`src/hdl/md5_pkg.sv`:
```
`timescale 1ns / 1ps
// Shared types, constants and step tables for the MD5 message digest block.
// Used by md5_step and md5_message_digest; depends on nothing else.
package md5_pkg;

  localparam logic [31:0] IV_A     = 32'h67452301;
  localparam logic [31:0] IV_B     = 32'hefcdab89;
  localparam logic [31:0] IV_C     = 32'h98badcfe;
  localparam logic [31:0] IV_D     = 32'h10325476;
  localparam logic [31:0] PAD_WORD = 32'h00000080;
  localparam logic [7:0]  PAD_BYTE = 8'h80;
  localparam logic [2:0]  FULL_BYTES = 3'd4;

  typedef struct packed {
    logic [31:0] message_word;
    logic [2:0]  valid_bytes;
    logic        end_of_message;
  } md5_in_t;

  typedef struct packed {
    logic [31:0] digest_word;
    logic [1:0]  word_number;
    logic        last_word;
  } md5_out_t;

  // Working variables a, b, c, d of one compression.
  typedef struct packed {
    logic [31:0] a;
    logic [31:0] b;
    logic [31:0] c;
    logic [31:0] d;
  } md5_work_t;

  function automatic logic [31:0] step_const(input logic [5:0] idx);
    logic [31:0] k;
    begin
      case (idx)
        6'd0:  k = 32'hd76aa478;  6'd1:  k = 32'he8c7b756;
        6'd2:  k = 32'h242070db;  6'd3:  k = 32'hc1bdceee;
        6'd4:  k = 32'hf57c0faf;  6'd5:  k = 32'h4787c62a;
        6'd6:  k = 32'ha8304613;  6'd7:  k = 32'hfd469501;
        6'd8:  k = 32'h698098d8;  6'd9:  k = 32'h8b44f7af;
        6'd10: k = 32'hffff5bb1;  6'd11: k = 32'h895cd7be;
        6'd12: k = 32'h6b901122;  6'd13: k = 32'hfd987193;
        6'd14: k = 32'ha679438e;  6'd15: k = 32'h49b40821;
        6'd16: k = 32'hf61e2562;  6'd17: k = 32'hc040b340;
        6'd18: k = 32'h265e5a51;  6'd19: k = 32'he9b6c7aa;
        6'd20: k = 32'hd62f105d;  6'd21: k = 32'h02441453;
        6'd22: k = 32'hd8a1e681;  6'd23: k = 32'he7d3fbc8;
        6'd24: k = 32'h21e1cde6;  6'd25: k = 32'hc33707d6;
        6'd26: k = 32'hf4d50d87;  6'd27: k = 32'h455a14ed;
        6'd28: k = 32'ha9e3e905;  6'd29: k = 32'hfcefa3f8;
        6'd30: k = 32'h676f02d9;  6'd31: k = 32'h8d2a4c8a;
        6'd32: k = 32'hfffa3942;  6'd33: k = 32'h8771f681;
        6'd34: k = 32'h6d9d6122;  6'd35: k = 32'hfde5380c;
        6'd36: k = 32'ha4beea44;  6'd37: k = 32'h4bdecfa9;
        6'd38: k = 32'hf6bb4b60;  6'd39: k = 32'hbebfbc70;
        6'd40: k = 32'h289b7ec6;  6'd41: k = 32'heaa127fa;
        6'd42: k = 32'hd4ef3085;  6'd43: k = 32'h04881d05;
        6'd44: k = 32'hd9d4d039;  6'd45: k = 32'he6db99e5;
        6'd46: k = 32'h1fa27cf8;  6'd47: k = 32'hc4ac5665;
        6'd48: k = 32'hf4292244;  6'd49: k = 32'h432aff97;
        6'd50: k = 32'hab9423a7;  6'd51: k = 32'hfc93a039;
        6'd52: k = 32'h655b59c3;  6'd53: k = 32'h8f0ccc92;
        6'd54: k = 32'hffeff47d;  6'd55: k = 32'h85845dd1;
        6'd56: k = 32'h6fa87e4f;  6'd57: k = 32'hfe2ce6e0;
        6'd58: k = 32'ha3014314;  6'd59: k = 32'h4e0811a1;
        6'd60: k = 32'hf7537e82;  6'd61: k = 32'hbd3af235;
        6'd62: k = 32'h2ad7d2bb;  6'd63: k = 32'heb86d391;
        default: k = 32'h0;
      endcase
      return k;
    end
  endfunction

  function automatic logic [4:0] rot_amount(input logic [5:0] idx);
    logic [4:0] s;
    begin
      case ({idx[5:4], idx[1:0]})
        4'd0:  s = 5'd7;   4'd1:  s = 5'd12;  4'd2:  s = 5'd17;  4'd3:  s = 5'd22;
        4'd4:  s = 5'd5;   4'd5:  s = 5'd9;   4'd6:  s = 5'd14;  4'd7:  s = 5'd20;
        4'd8:  s = 5'd4;   4'd9:  s = 5'd11;  4'd10: s = 5'd16;  4'd11: s = 5'd23;
        4'd12: s = 5'd6;   4'd13: s = 5'd10;  4'd14: s = 5'd15;  4'd15: s = 5'd21;
        default: s = 5'd0;
      endcase
      return s;
    end
  endfunction

  // Message word index used by a step; all arithmetic is modulo 16.
  function automatic logic [3:0] msg_index(input logic [5:0] idx);
    logic [3:0] i;
    logic [3:0] g;
    begin
      i = idx[3:0];
      case (idx[5:4])
        2'd0:    g = i;
        2'd1:    g = 4'((i << 2) + i + 4'd1);
        2'd2:    g = 4'((i << 1) + i + 4'd5);
        2'd3:    g = 4'((i << 3) - i);
        default: g = i;
      endcase
      return g;
    end
  endfunction

endpackage

```
`src/hdl/md5_message_digest.sv`:
```
`timescale 1ns / 1ps
// MD5 message digest top level: block buffer, padding sequencer and digest output.
// Depends on md5_pkg and md5_step.
//
// Usage: the input channel takes one request per message word (in_req_i), with
// the first byte in bits 7:0. Only the request flagged end_of_message may carry
// fewer than four valid bytes, down to zero. A word that fills the 16-word buffer
// starts a compression that runs one MD5 step per cycle through a single shared
// step unit: 64 steps, then a fold of the result into the chaining value.
// While the compression, the padding or the digest output run, in_stall_o is high.
// A word that does not complete a block is taken without a stall; the sixteenth
// word of a block holds the input off through the compression and the fold.
// After the final request the block writes pad and length words at one per
// cycle while no compression runs, with one or two more compressions, then
// presents the digest words A, B, C, D on the output channel; last_word marks D.
// A high out_stall_i simply holds the current digest word. After D is taken the
// chaining value returns to the standard initial value and the byte count to
// zero. Reset does the same and leaves the block ready for a new message.
module md5_message_digest (
  input  logic               clk_i,
  input  logic               rst_ni,
  input  logic               in_valid_i,
  output logic               in_stall_o,
  input  md5_pkg::md5_in_t   in_req_i,
  output logic               out_valid_o,
  input  logic               out_stall_i,
  output md5_pkg::md5_out_t  out_req_o
);

  typedef enum logic [2:0] {
    S_IDLE,
    S_COMP,
    S_FIN,
    S_PAD,
    S_OUT
  } state_e;

  state_e             state_q;
  logic [31:0]        cv_q [4];
  md5_pkg::md5_work_t work_q;
  md5_pkg::md5_work_t work_next;
  logic [5:0]         step_q;
  logic [63:0]        byte_count_q;
  logic [3:0]         fill_q;
  logic               pad_pend_q;
  logic               len_hi_q;
  logic               final_q;
  logic               done_q;
  logic [1:0]         out_idx_q;
  logic [31:0]        buf_q [16];

  logic [2:0]  nbytes;
  logic [63:0] count_add;
  logic [31:0] last_word_val;
  logic [31:0] pad_word;
  logic [31:0] push_word;
  logic        push_en;
  logic [63:0] bit_len;
  logic [31:0] step_msg;

  md5_step u_step (
    .work_i (work_q),
    .msg_i  (step_msg),
    .step_i (step_q),
    .work_o (work_next)
  );

  assign step_msg = buf_q[md5_pkg::msg_index(step_q)];
  assign bit_len  = {byte_count_q[60:0], 3'b000};

  always_comb begin
    nbytes = (in_req_i.valid_bytes > md5_pkg::FULL_BYTES) ? md5_pkg::FULL_BYTES
                                                          : in_req_i.valid_bytes;
    count_add = in_req_i.end_of_message ? {61'd0, nbytes} : 64'd4;
    // Final partial word keeps its valid bytes and puts the pad byte right after.
    case (nbytes)
      3'd0:    last_word_val = md5_pkg::PAD_WORD;
      3'd1:    last_word_val = {16'h0, md5_pkg::PAD_BYTE, in_req_i.message_word[7:0]};
      3'd2:    last_word_val = {8'h0, md5_pkg::PAD_BYTE, in_req_i.message_word[15:0]};
      3'd3:    last_word_val = {md5_pkg::PAD_BYTE, in_req_i.message_word[23:0]};
      default: last_word_val = in_req_i.message_word;
    endcase
    if (pad_pend_q) begin
      pad_word = md5_pkg::PAD_WORD;
    end else if (len_hi_q) begin
      pad_word = bit_len[63:32];
    end else if (fill_q == 4'd14) begin
      pad_word = bit_len[31:0];
    end else begin
      pad_word = 32'h0;
    end
    push_en   = 1'b0;
    push_word = pad_word;
    case (state_q)
      S_IDLE: begin
        push_en   = in_valid_i;
        push_word = in_req_i.end_of_message ? last_word_val : in_req_i.message_word;
      end
      S_PAD: begin
        push_en = 1'b1;
      end
      default: begin
        push_en = 1'b0;
      end
    endcase
  end

  assign in_stall_o            = (state_q != S_IDLE);
  assign out_valid_o           = (state_q == S_OUT);
  assign out_req_o.digest_word = cv_q[out_idx_q];
  assign out_req_o.word_number = out_idx_q;
  assign out_req_o.last_word   = (out_idx_q == 2'd3);

  always_ff @(posedge clk_i) begin
    if (push_en) begin
      buf_q[fill_q] <= push_word;
    end
  end

  always_ff @(posedge clk_i or negedge rst_ni) begin
    if (!rst_ni) begin
      state_q      <= S_IDLE;
      cv_q[0]      <= md5_pkg::IV_A;
      cv_q[1]      <= md5_pkg::IV_B;
      cv_q[2]      <= md5_pkg::IV_C;
      cv_q[3]      <= md5_pkg::IV_D;
      work_q       <= '0;
      step_q       <= '0;
      byte_count_q <= '0;
      fill_q       <= '0;
      pad_pend_q   <= 1'b0;
      len_hi_q     <= 1'b0;
      final_q      <= 1'b0;
      done_q       <= 1'b0;
      out_idx_q    <= '0;
    end else begin
      if (push_en) begin
        fill_q <= fill_q + 4'd1;
        if (fill_q == 4'd15) begin
          state_q  <= S_COMP;
          step_q   <= '0;
          work_q.a <= cv_q[0];
          work_q.b <= cv_q[1];
          work_q.c <= cv_q[2];
          work_q.d <= cv_q[3];
        end
      end
      case (state_q)
        S_IDLE: begin
          if (in_valid_i) begin
            byte_count_q <= byte_count_q + count_add;
            if (in_req_i.end_of_message) begin
              final_q    <= 1'b1;
              pad_pend_q <= (nbytes == md5_pkg::FULL_BYTES);
              if (fill_q != 4'd15) begin
                state_q <= S_PAD;
              end
            end
          end
        end
        S_COMP: begin
          work_q <= work_next;
          step_q <= step_q + 6'd1;
          if (step_q == 6'd63) begin
            state_q <= S_FIN;
          end
        end
        S_FIN: begin
          cv_q[0] <= cv_q[0] + work_q.a;
          cv_q[1] <= cv_q[1] + work_q.b;
          cv_q[2] <= cv_q[2] + work_q.c;
          cv_q[3] <= cv_q[3] + work_q.d;
          if (done_q) begin
            state_q <= S_OUT;
          end else if (final_q) begin
            state_q <= S_PAD;
          end else begin
            state_q <= S_IDLE;
          end
        end
        S_PAD: begin
          // Pad word first if still pending, then zeros up to slot 14, then the two length words.
          if (pad_pend_q) begin
            pad_pend_q <= 1'b0;
          end else if (len_hi_q) begin
            done_q <= 1'b1;
          end else if (fill_q == 4'd14) begin
            len_hi_q <= 1'b1;
          end
        end
        S_OUT: begin
          if (!out_stall_i) begin
            out_idx_q <= out_idx_q + 2'd1;
            if (out_idx_q == 2'd3) begin
              cv_q[0]      <= md5_pkg::IV_A;
              cv_q[1]      <= md5_pkg::IV_B;
              cv_q[2]      <= md5_pkg::IV_C;
              cv_q[3]      <= md5_pkg::IV_D;
              byte_count_q <= '0;
              final_q      <= 1'b0;
              done_q       <= 1'b0;
              len_hi_q     <= 1'b0;
              state_q      <= S_IDLE;
            end
          end
        end
        default: begin
          state_q <= S_IDLE;
        end
      endcase
    end
  end

`ifndef NO_ASSERTIONS
  // The digest is only shown once the buffer has been fully consumed.
  a_out_buffer_empty: assert property (@(posedge clk_i) disable iff (!rst_ni)
    out_valid_o |-> (fill_q == 4'd0 && done_q))
    else $error("digest presented with words left in the buffer");

  // The sixteenth accepted word starts a compression at once.
  a_full_block_starts: assert property (@(posedge clk_i) disable iff (!rst_ni)
    (in_valid_i && !in_stall_o && fill_q == 4'd15) |=> (state_q == S_COMP && step_q == 6'd0))
    else $error("full block did not start a compression");

  // A compression always runs exactly 64 steps before the fold.
  a_comp_length: assert property (@(posedge clk_i) disable iff (!rst_ni)
    (state_q == S_COMP && step_q == 6'd63) |=> (state_q == S_FIN))
    else $error("compression did not end after 64 steps");

  // Taking the last digest word restores the initial A word, the byte count and idle.
  a_restart: assert property (@(posedge clk_i) disable iff (!rst_ni)
    (out_valid_o && !out_stall_i && out_req_o.last_word)
      |=> (cv_q[0] == md5_pkg::IV_A && byte_count_q == 64'd0 && state_q == S_IDLE))
    else $error("block did not restart after the digest");
`endif

endmodule

```
`src/hdl/md5_step.sv`:
```
`timescale 1ns / 1ps
// One MD5 step: round function, four-term sum, rotate and add.
// Depends on md5_pkg for the working-variable type and the step tables.
module md5_step (
  input  md5_pkg::md5_work_t work_i,
  input  logic [31:0]        msg_i,
  input  logic [5:0]         step_i,
  output md5_pkg::md5_work_t work_o
);

  logic [31:0] f;
  logic [31:0] sum;
  logic [63:0] rot_wide;
  logic [4:0]  shamt;

  always_comb begin
    case (step_i[5:4])
      2'd0:    f = (work_i.b & work_i.c) | (~work_i.b & work_i.d);
      2'd1:    f = (work_i.b & work_i.d) | (work_i.c & ~work_i.d);
      2'd2:    f = work_i.b ^ work_i.c ^ work_i.d;
      2'd3:    f = work_i.c ^ (work_i.b | ~work_i.d);
      default: f = 32'h0;
    endcase
  end

  assign shamt    = md5_pkg::rot_amount(step_i);
  assign sum      = work_i.a + f + md5_pkg::step_const(step_i) + msg_i;
  // Rotating left is the upper half of the doubled word shifted left.
  assign rot_wide = {sum, sum} << shamt;

  always_comb begin
    work_o.a = work_i.d;
    work_o.d = work_i.c;
    work_o.c = work_i.b;
    work_o.b = work_i.b + rot_wide[63:32];
  end

endmodule
```
`config.mk`:
```
export PLATFORM = sky130hd
export DESIGN_NAME = md5_message_digest
export DESIGN_NICKNAME = d
export VERILOG_FILES = /design/src/hdl/md5_pkg.sv /design/src/hdl/md5_message_digest.sv /design/src/hdl/md5_step.sv
export SDC_FILE = /design/constraint.sdc
export NUM_CORES = 2
export LEC_CHECK = 0
export ABC_AREA = 0
export ABC_CLOCK_PERIOD_IN_PS = 11280
export BUFFER_PORTS_ARGS = -buffer_cell sky130_fd_sc_hd__buf_4
export CAP_MARGIN = 10
export CELL_PAD_IN_SITES_DETAIL_PLACEMENT = 1
export CELL_PAD_IN_SITES_GLOBAL_PLACEMENT = 2
export CORE_MARGIN = 2
export CORE_UTILIZATION = 31
export DETAILED_ROUTE_END_ITERATION = 10
export PLACE_DENSITY = 0.67
export SYNTH_ARGS = -nofsm -noshare
export SYNTH_HDL_FRONTEND = slang
export SYNTH_SLANG_ARGS = --single-unit
```
`constraint.sdc`:
```
create_clock -name clk_i -period 11.28 [get_ports clk_i]
set_clock_uncertainty 0.15 [all_clocks]
set_input_delay 0.564 -clock clk_i [delete_from_list [all_inputs] [get_ports clk_i]]
set_output_delay 0.564 -clock clk_i [all_outputs]
set_load 0.02 [all_outputs]
```
; ---- Word level (Yosys, flattened, before mapping)
; Memories as Yosys holds them, arrays and structs flattened.
; Index checks and enable logic that the tools add are counted.
[classes]
n_addsub = 17
order_cmp = 2
n_eq_ne = 22
shifts = 1
n_mux = 55
bitwise_logic = 14
reduce_logical = 18
[ops]
columns = operator, n
row1 = 128-bit 2-to-1 mux, 5
row2 = 32-bit adder, 8
row3 = 128-bit case mux with 2 select lines, 1
row4 = 32-bit case mux with 4 select lines, 2
row5 = 32-bit 2-to-1 mux, 7
row6 = 64-bit 2-to-1 mux, 3
row7 = 32-bit AND, 4
row8 = 64-bit case mux with 2 select lines, 1
row9 = 32-bit bitwise OR, 3
row10 = 32-bit bitwise XOR, 3
row11 = 64-bit by 3-bit adder with 64-bit output, 1
row12 = 32-bit binary-select mux with 2-bit select, 1
row13 = 32-bit NOT, 2
row14 = 64-bit by 5-bit << shifter with 64-bit output, 1
row15 = 3-bit 2-to-1 mux, 11
row16 = 6-bit 2-to-1 mux, 3
row17 = 4-bit case mux with 4 select lines, 1
row18 = 3-bit case mux with 5 select lines, 1
row19 = 1-bit 2-to-1 mux, 13
row20 = "3-bit by 2-bit equality test with 1-bit output, second input constant", 4
row21 = 2-bit nonzero test, 6
row22 = "2-bit inequality test, second input constant", 5
row23 = 1-bit case mux with 2 select lines, 5
row24 = 5-bit AND reduction, 2
row25 = 25 further kinds, 36
[totals]
register_bits = 339
ramBits = 512
rom_bits = 2128
input_bits = 40
out_inout_bits = 37
elab_cells = 149
n_memories = 3
[memory_table]
columns = memory, depth, width, read_ports, rd_ports_with_merged_regs, wr, line
row1 = (name not given), 64, 32, 1, 0, 0, md5_pkg.sv:37  ; case (idx)
row2 = buf_q, 16, 32, 1, 0, 1, md5_message_digest.sv:50  ; logic [31:0] buf_q [16];
row3 = (name not given), 16, 5, 1, 0, 0, md5_pkg.sv:79  ; case ({idx[5:4], idx[1:0]})

; ---- Depth between registers and ports, before layout
[logic_depth]
ltp_word = 10
depth_mapped = 48
mapped_depth_nobuf = 44

; ---- Hierarchy
; A second synthesis with hierarchy kept.
[hier_totals]
hier_cells = 5345
hier_area_um2 = 54956.5
[by_module_without_submodules]
columns = module, instances, cells_each, area_each_um2, seq_area_each_um2
row1 = md5_message_digest, 1, 3298, 41534.8, 23862.9
row2 = md5_step, 1, 2047, 13421.6, 0.0

; ---- Least setup slack after synthesis
; No wires, ideal clock.
[synth_timing]
path_kind = reg2reg
from = register step_q[2]
to = register work_q[88] (netlist bit)
setup_time_ns = 0.132
arrival_time_ns = 11.439
t_required_ns = 10.998
path_slack_ns = -0.441
path_stages_with_launch = 46
n_path_buf = 7
synth_period_minus_slack_ns = 11.721
cell_sequence = dfrtp_1 > buf_2 > inv_1 > clkbuf_1 > buf_1 > ha_1 > fa_1 > xnor2_1 > xnor2_1 > a22oi_1 > nand2_1 > clkbuf_1 > clkbuf_1 > buf_1 > nand2_1 > o21ai_0 > fa_1 > fa_1 > (+10 left out) > mux4_2 > mux2i_1 > mux2i_1 > mux2_2 > ha_1 > fa_1 > a21o_1 > a21oi_1 > o21bai_1 > a31o_2 > a211oi_1 > nor4_1 > or2_2 > o41ai_1 > o21ai_0 > a21o_1 > nor4_1 > a211oi_1
[synth_via]
elab_chain_cells = 8
elab_cells_between_ends = 13
cone_classes = add/sub: 8 / shift: 1 / mux: 2 / memory: 2
[synth_lines]
columns = item, line
row1 = "start, declared", md5_message_digest.sv:42  ; logic [5:0] step_q;
row2 = "start signal, assigned", md5_message_digest.sv:163  ; step_q <= step_q + 6'd1;
row3 = 4-bit adder (on tied branches), "md5_pkg.sv:99, md5_pkg.sv:98"
row4 = 4-bit by 3-bit adder with 4-bit output or 4-bit by 1-bit adder with 4-bit output (tied branches), "md5_pkg.sv:99, md5_pkg.sv:98"
row5 = 4-bit case mux with 4 select lines, md5_pkg.sv:96  ; case (idx[5:4])
row6 = memory 16 x 32 bit, --
row7 = 32-bit adder (*), md5_step.sv:27  ; assign sum = work_i.a + f + md5_pkg::step_const(step_i) + msg_i;
row8 = 64-bit by 5-bit << shifter with 64-bit output (*), md5_step.sv:29  ; assign rot_wide = {sum, sum} << shamt;
row9 = 32-bit adder (*), md5_step.sv:35  ; work_o.b = work_i.b + rot_wide[63:32];
row10 = 128-bit 2-to-1 mux (*), md5_message_digest.sv:148  ; case (state_q)
row11 = "end signal, assigned", md5_message_digest.sv:162  ; work_q <= work_next;
row12 = "end, declared", md5_message_digest.sv:40  ; md5_pkg::md5_work_t work_q;
; Every way passes the cells marked *; elsewhere a longest branch is shown, timed or not.
; A chain may end at the register's enable or synchronous reset.

; ---- Worst setup path in the final report
[layout_timing]
from = register step_q[0]
to = register work_q[88] (netlist bit)
[layout_via]
elab_chain_cells = 8
elab_cells_between_ends = 14
cone_classes = add/sub: 8 / shift: 1 / mux: 2 / memory: 3
[layout_lines]
columns = item, line
row1 = 4-bit adder (on tied branches), "md5_pkg.sv:99, md5_pkg.sv:98"
row2 = 4-bit by 3-bit adder with 4-bit output or 4-bit by 1-bit adder with 4-bit output (tied branches), "md5_pkg.sv:99, md5_pkg.sv:98"
row3 = 4-bit case mux with 4 select lines, md5_pkg.sv:96
row4 = memory 16 x 32 bit, --
row5 = 32-bit adder, md5_step.sv:27
row6 = 64-bit by 5-bit << shifter with 64-bit output (*), md5_step.sv:29
row7 = 32-bit adder (*), md5_step.sv:35
row8 = 128-bit 2-to-1 mux (*), md5_message_digest.sv:148
; Marks and branches as above.

==> impl_metrics.tcl <==
set metrics [dict create \
    status "finished, final reports clean" \
    cts_buffer_depth 3 \
    grt_pass1_vias 44000 \
    syn-instance-count 5527 \
    antenna_found_initial 3 \
    track_usage 0.231 \
    drt_iter0_drc 3063 \
    syn_area_sq_mm 0.0537 \
    dieWidth_um 420 \
    io_pins 77 \
    hold_viol 0 \
    maxCapViolations 0 \
    fin_crit_ns 10.73 \
    reg2reg_depth 43 \
    yosys.area.top_type_share 0.286 \
    r2r_slack_ns 0.55 \
    synthAdderAreaFrac 0.0811 \
    async_flop_share 0.396 \
    critPathMaxStageDelay_ns 0.52 \
    drive_gt1_frac 0.122 \
    fp.coreArea_sq_mm 0.172 \
    crit_path_end_kind "register" \
    synth_warnings 0 \
    yosysSeqAreaShare 0.444 \
    hold_path.startpoint "in_req_i[0]" \
    via_count 43600 \
    worstMarginPinSlew_ns 1.24 \
    clock_sinks 848 \
    syn_area_per_cell_sq_um 9.72 \
    place_congestion 0.924 \
    port_buffers 76 \
    antenna-diode-count 0 \
    wl_um 206000 \
    viasPerCell 5.48 \
    clk_latency_ns 0.77 \
    synth_seq_cells 848 \
    hp-class "in2reg" \
    slew_viol_final 0 \
    ys_types 82 \
    die-height_um 420 \
    place_hpwl_um 143000 \
    ant_nets 0 \
    period_share 0.951 \
    cp_max_fo 17 \
    ys_top_cells_by_count "628 x nand2_1, 512 x edfxtp_1, 431 x nor2_1" \
    routedWlPerCell_um 25.9 \
    yosysMostFrequentCell "nand2_1" \
    clk_pin_slew_ns 0.07 \
    drc 0 \
    grt_max_degree 200 \
    cp.required_ns 11.70 \
    synth_top_family_by_area "compound AO/OA/AOI/OAI gates" \
    grt_pass1_wl_um 303000 \
    first_pass_iters 5 \
    synth-compound-area-share 0.180 \
    critical_path_class "reg2reg" \
    min_to "pad_pend_q" \
    worstReg2RegStart "step_q[0]" \
    cts_tree "yes" \
    initial_core_util 0.312 \
    synth-simple-area-share 0.140 \
    syn-num-nets 5870 \
    cts_buffers 97 \
    cts_max_level 3 \
    hold-worst-slack_ns 0.0725 \
    slew_headroom 0.175 \
    start_kind "register" \
    path_common_cell "a211oi_1" \
    max_freq_mhz 93.2 \
    synthMuxAreaShare 0.0696 \
    synth_xor_xnor_area_share 0.0435 \
    final_nets 5897 \
    grt-ovfl-total 0 \
    fin_tns_setup_ns 0 \
    r2r_end "work_q[88]" \
    ys.flop_type "edfxtp_1" \
    synth-edff-count 512 \
    die-area_sq_mm 0.177 \
    area_growth_syn_to_layout_pct 14.0 \
    finalSetupViolCount 0 \
    cp_slowest_cell "fa_1" \
    synthTopCellsByArea "edfxtp_1 29%, dfrtp_1 13%, ha_1 5.3%" \
    synth_top_area_cell "edfxtp_1" \
    hold_depth 3 \
    arrival_ns 11.16 \
    cts-root-buf "clkbuf_16" \
    num_rows 152 \
]
==> timing repair <==
action,CTS,global route
hold endpoints to repair,55,0
buffers inserted,0,10
resized for setup,1,26
hold buffers,2,0
pin swaps,0,5
cloned,0,2
endpoints found under the setup margin,2,18
==> layout by cell type, fill, tap and decap left out, types with 17 or more instances in the layout <==
cell type,n
clkbuf_16,98
o21ai_0,320
a22oi_1,32
nor2_1,418
inv_1,218
nand4_1,31
nor3_1,157
nand3_1,101
a211oi_1,180
o311ai_0,17
or3_1,25
mux2_2,58
a21oi_1,417
nor2b_1,116
mux2i_1,207
edfxtp_1,512
a21o_1,85
fa_1,74
o22ai_1,41
o21a_1,25
dfstp_2,64
o21ai_1,17
o31ai_1,29
clkbuf_1,23
buf_4,272
a221oi_1,33
a31oi_1,154
o21bai_1,25
nand2_1,625
ha_1,229
xor2_1,147
clkinv_2,24
and3_1,50
xnor2_1,115
nand2b_1,41
mux4_2,44
dfrtp_1,265
o211ai_1,57
==> registers in the layout, indices dropped and copies added, names as in the netlist, 2 cells and up <==
| register | cells |
|---|---|
| fill_q | 4 |
| byte_count_q | 61 |
| state_q | 3 |
| work_q | 128 |
| out_idx_q | 2 |
| step_q | 6 |
| buf_q | 512 |
| cv_q | 128 |
==> layout make-up <==
class                      instances  area [sq um]
fill                           19400        111000
multi-input combinational       4093         28000
sequential                       848         23900
tap                             2310          2890
clock buffer                     124          2570
timing repair buffer             292          2400
inverter                         222           838
clock inverter                    57           693
==> through the flow <==
step | setup WS, ns | utilization | area, sq um | std cells
2_1_floorplan | 0.0764 | - | 53700 | 5527
3_3_place_gp | 0.0751 | 0.336 | 57700 | 7751
3_5_place_dp | -0.0169 | 0.336 | 57700 | 7751
4_1_cts | 0.0857 | 0.355 | 61000 | 7934
5_1_grt | -0.0362 | 0.356 | 61200 | 7946
6_report | 0.548 | 0.356 | 61200 | 7946
==> worst max-delay path: cells and delay by family (launching register included) <==
kind / cells / cell delay, ns
compound gates: 18 / 4.27
xor+xnor: 1 / 0.12
buf+inv: 9 / 1.23
fa+ha+maj: 6 / 2.14
mux: 4 / 1.13
flops: 1 / 0.44
simple gates: 5 / 1.01
==> kinds of logic after synthesis <==
group                    Yosys count
AO/OA/AOI/OAI                   1550
adder cells (fa/ha/maj)          304
flip-flops                       848
multiplexers                     310
XOR/XNOR                         265
buffers and inverters            587
AND/OR/NAND/NOR                 1663
==> worst max path at each step <==
stage | slack, ns | to | startpoint
after floorplan | 0.08 | work_q[88] | step_q[2]
after CTS | 0.09 | work_q[94] | step_q[0]
final | 0.55 | work_q[88] | step_q[0]
after global placement | 0.08 | work_q[94] | step_q[1]
after detailed placement | -0.02 | work_q[94] | step_q[1]
after global routing | -0.04 | work_q[88] | step_q[0]
==> metal layers <==
layer / vias to the layer above / GRT usage / wire [um]
li1: 20300 / - / -
met1: 22400 / 0.308 / 92700
met2: 712 / 0.391 / 99200
met3: 248 / 0.0255 / 7220
met4: 2 / 0.0721 / 6600
met5: - / 0 / 9
Power is not shown: default switching activity piles up to over one toggle a cycle in this logic, so the estimate is an artifact.
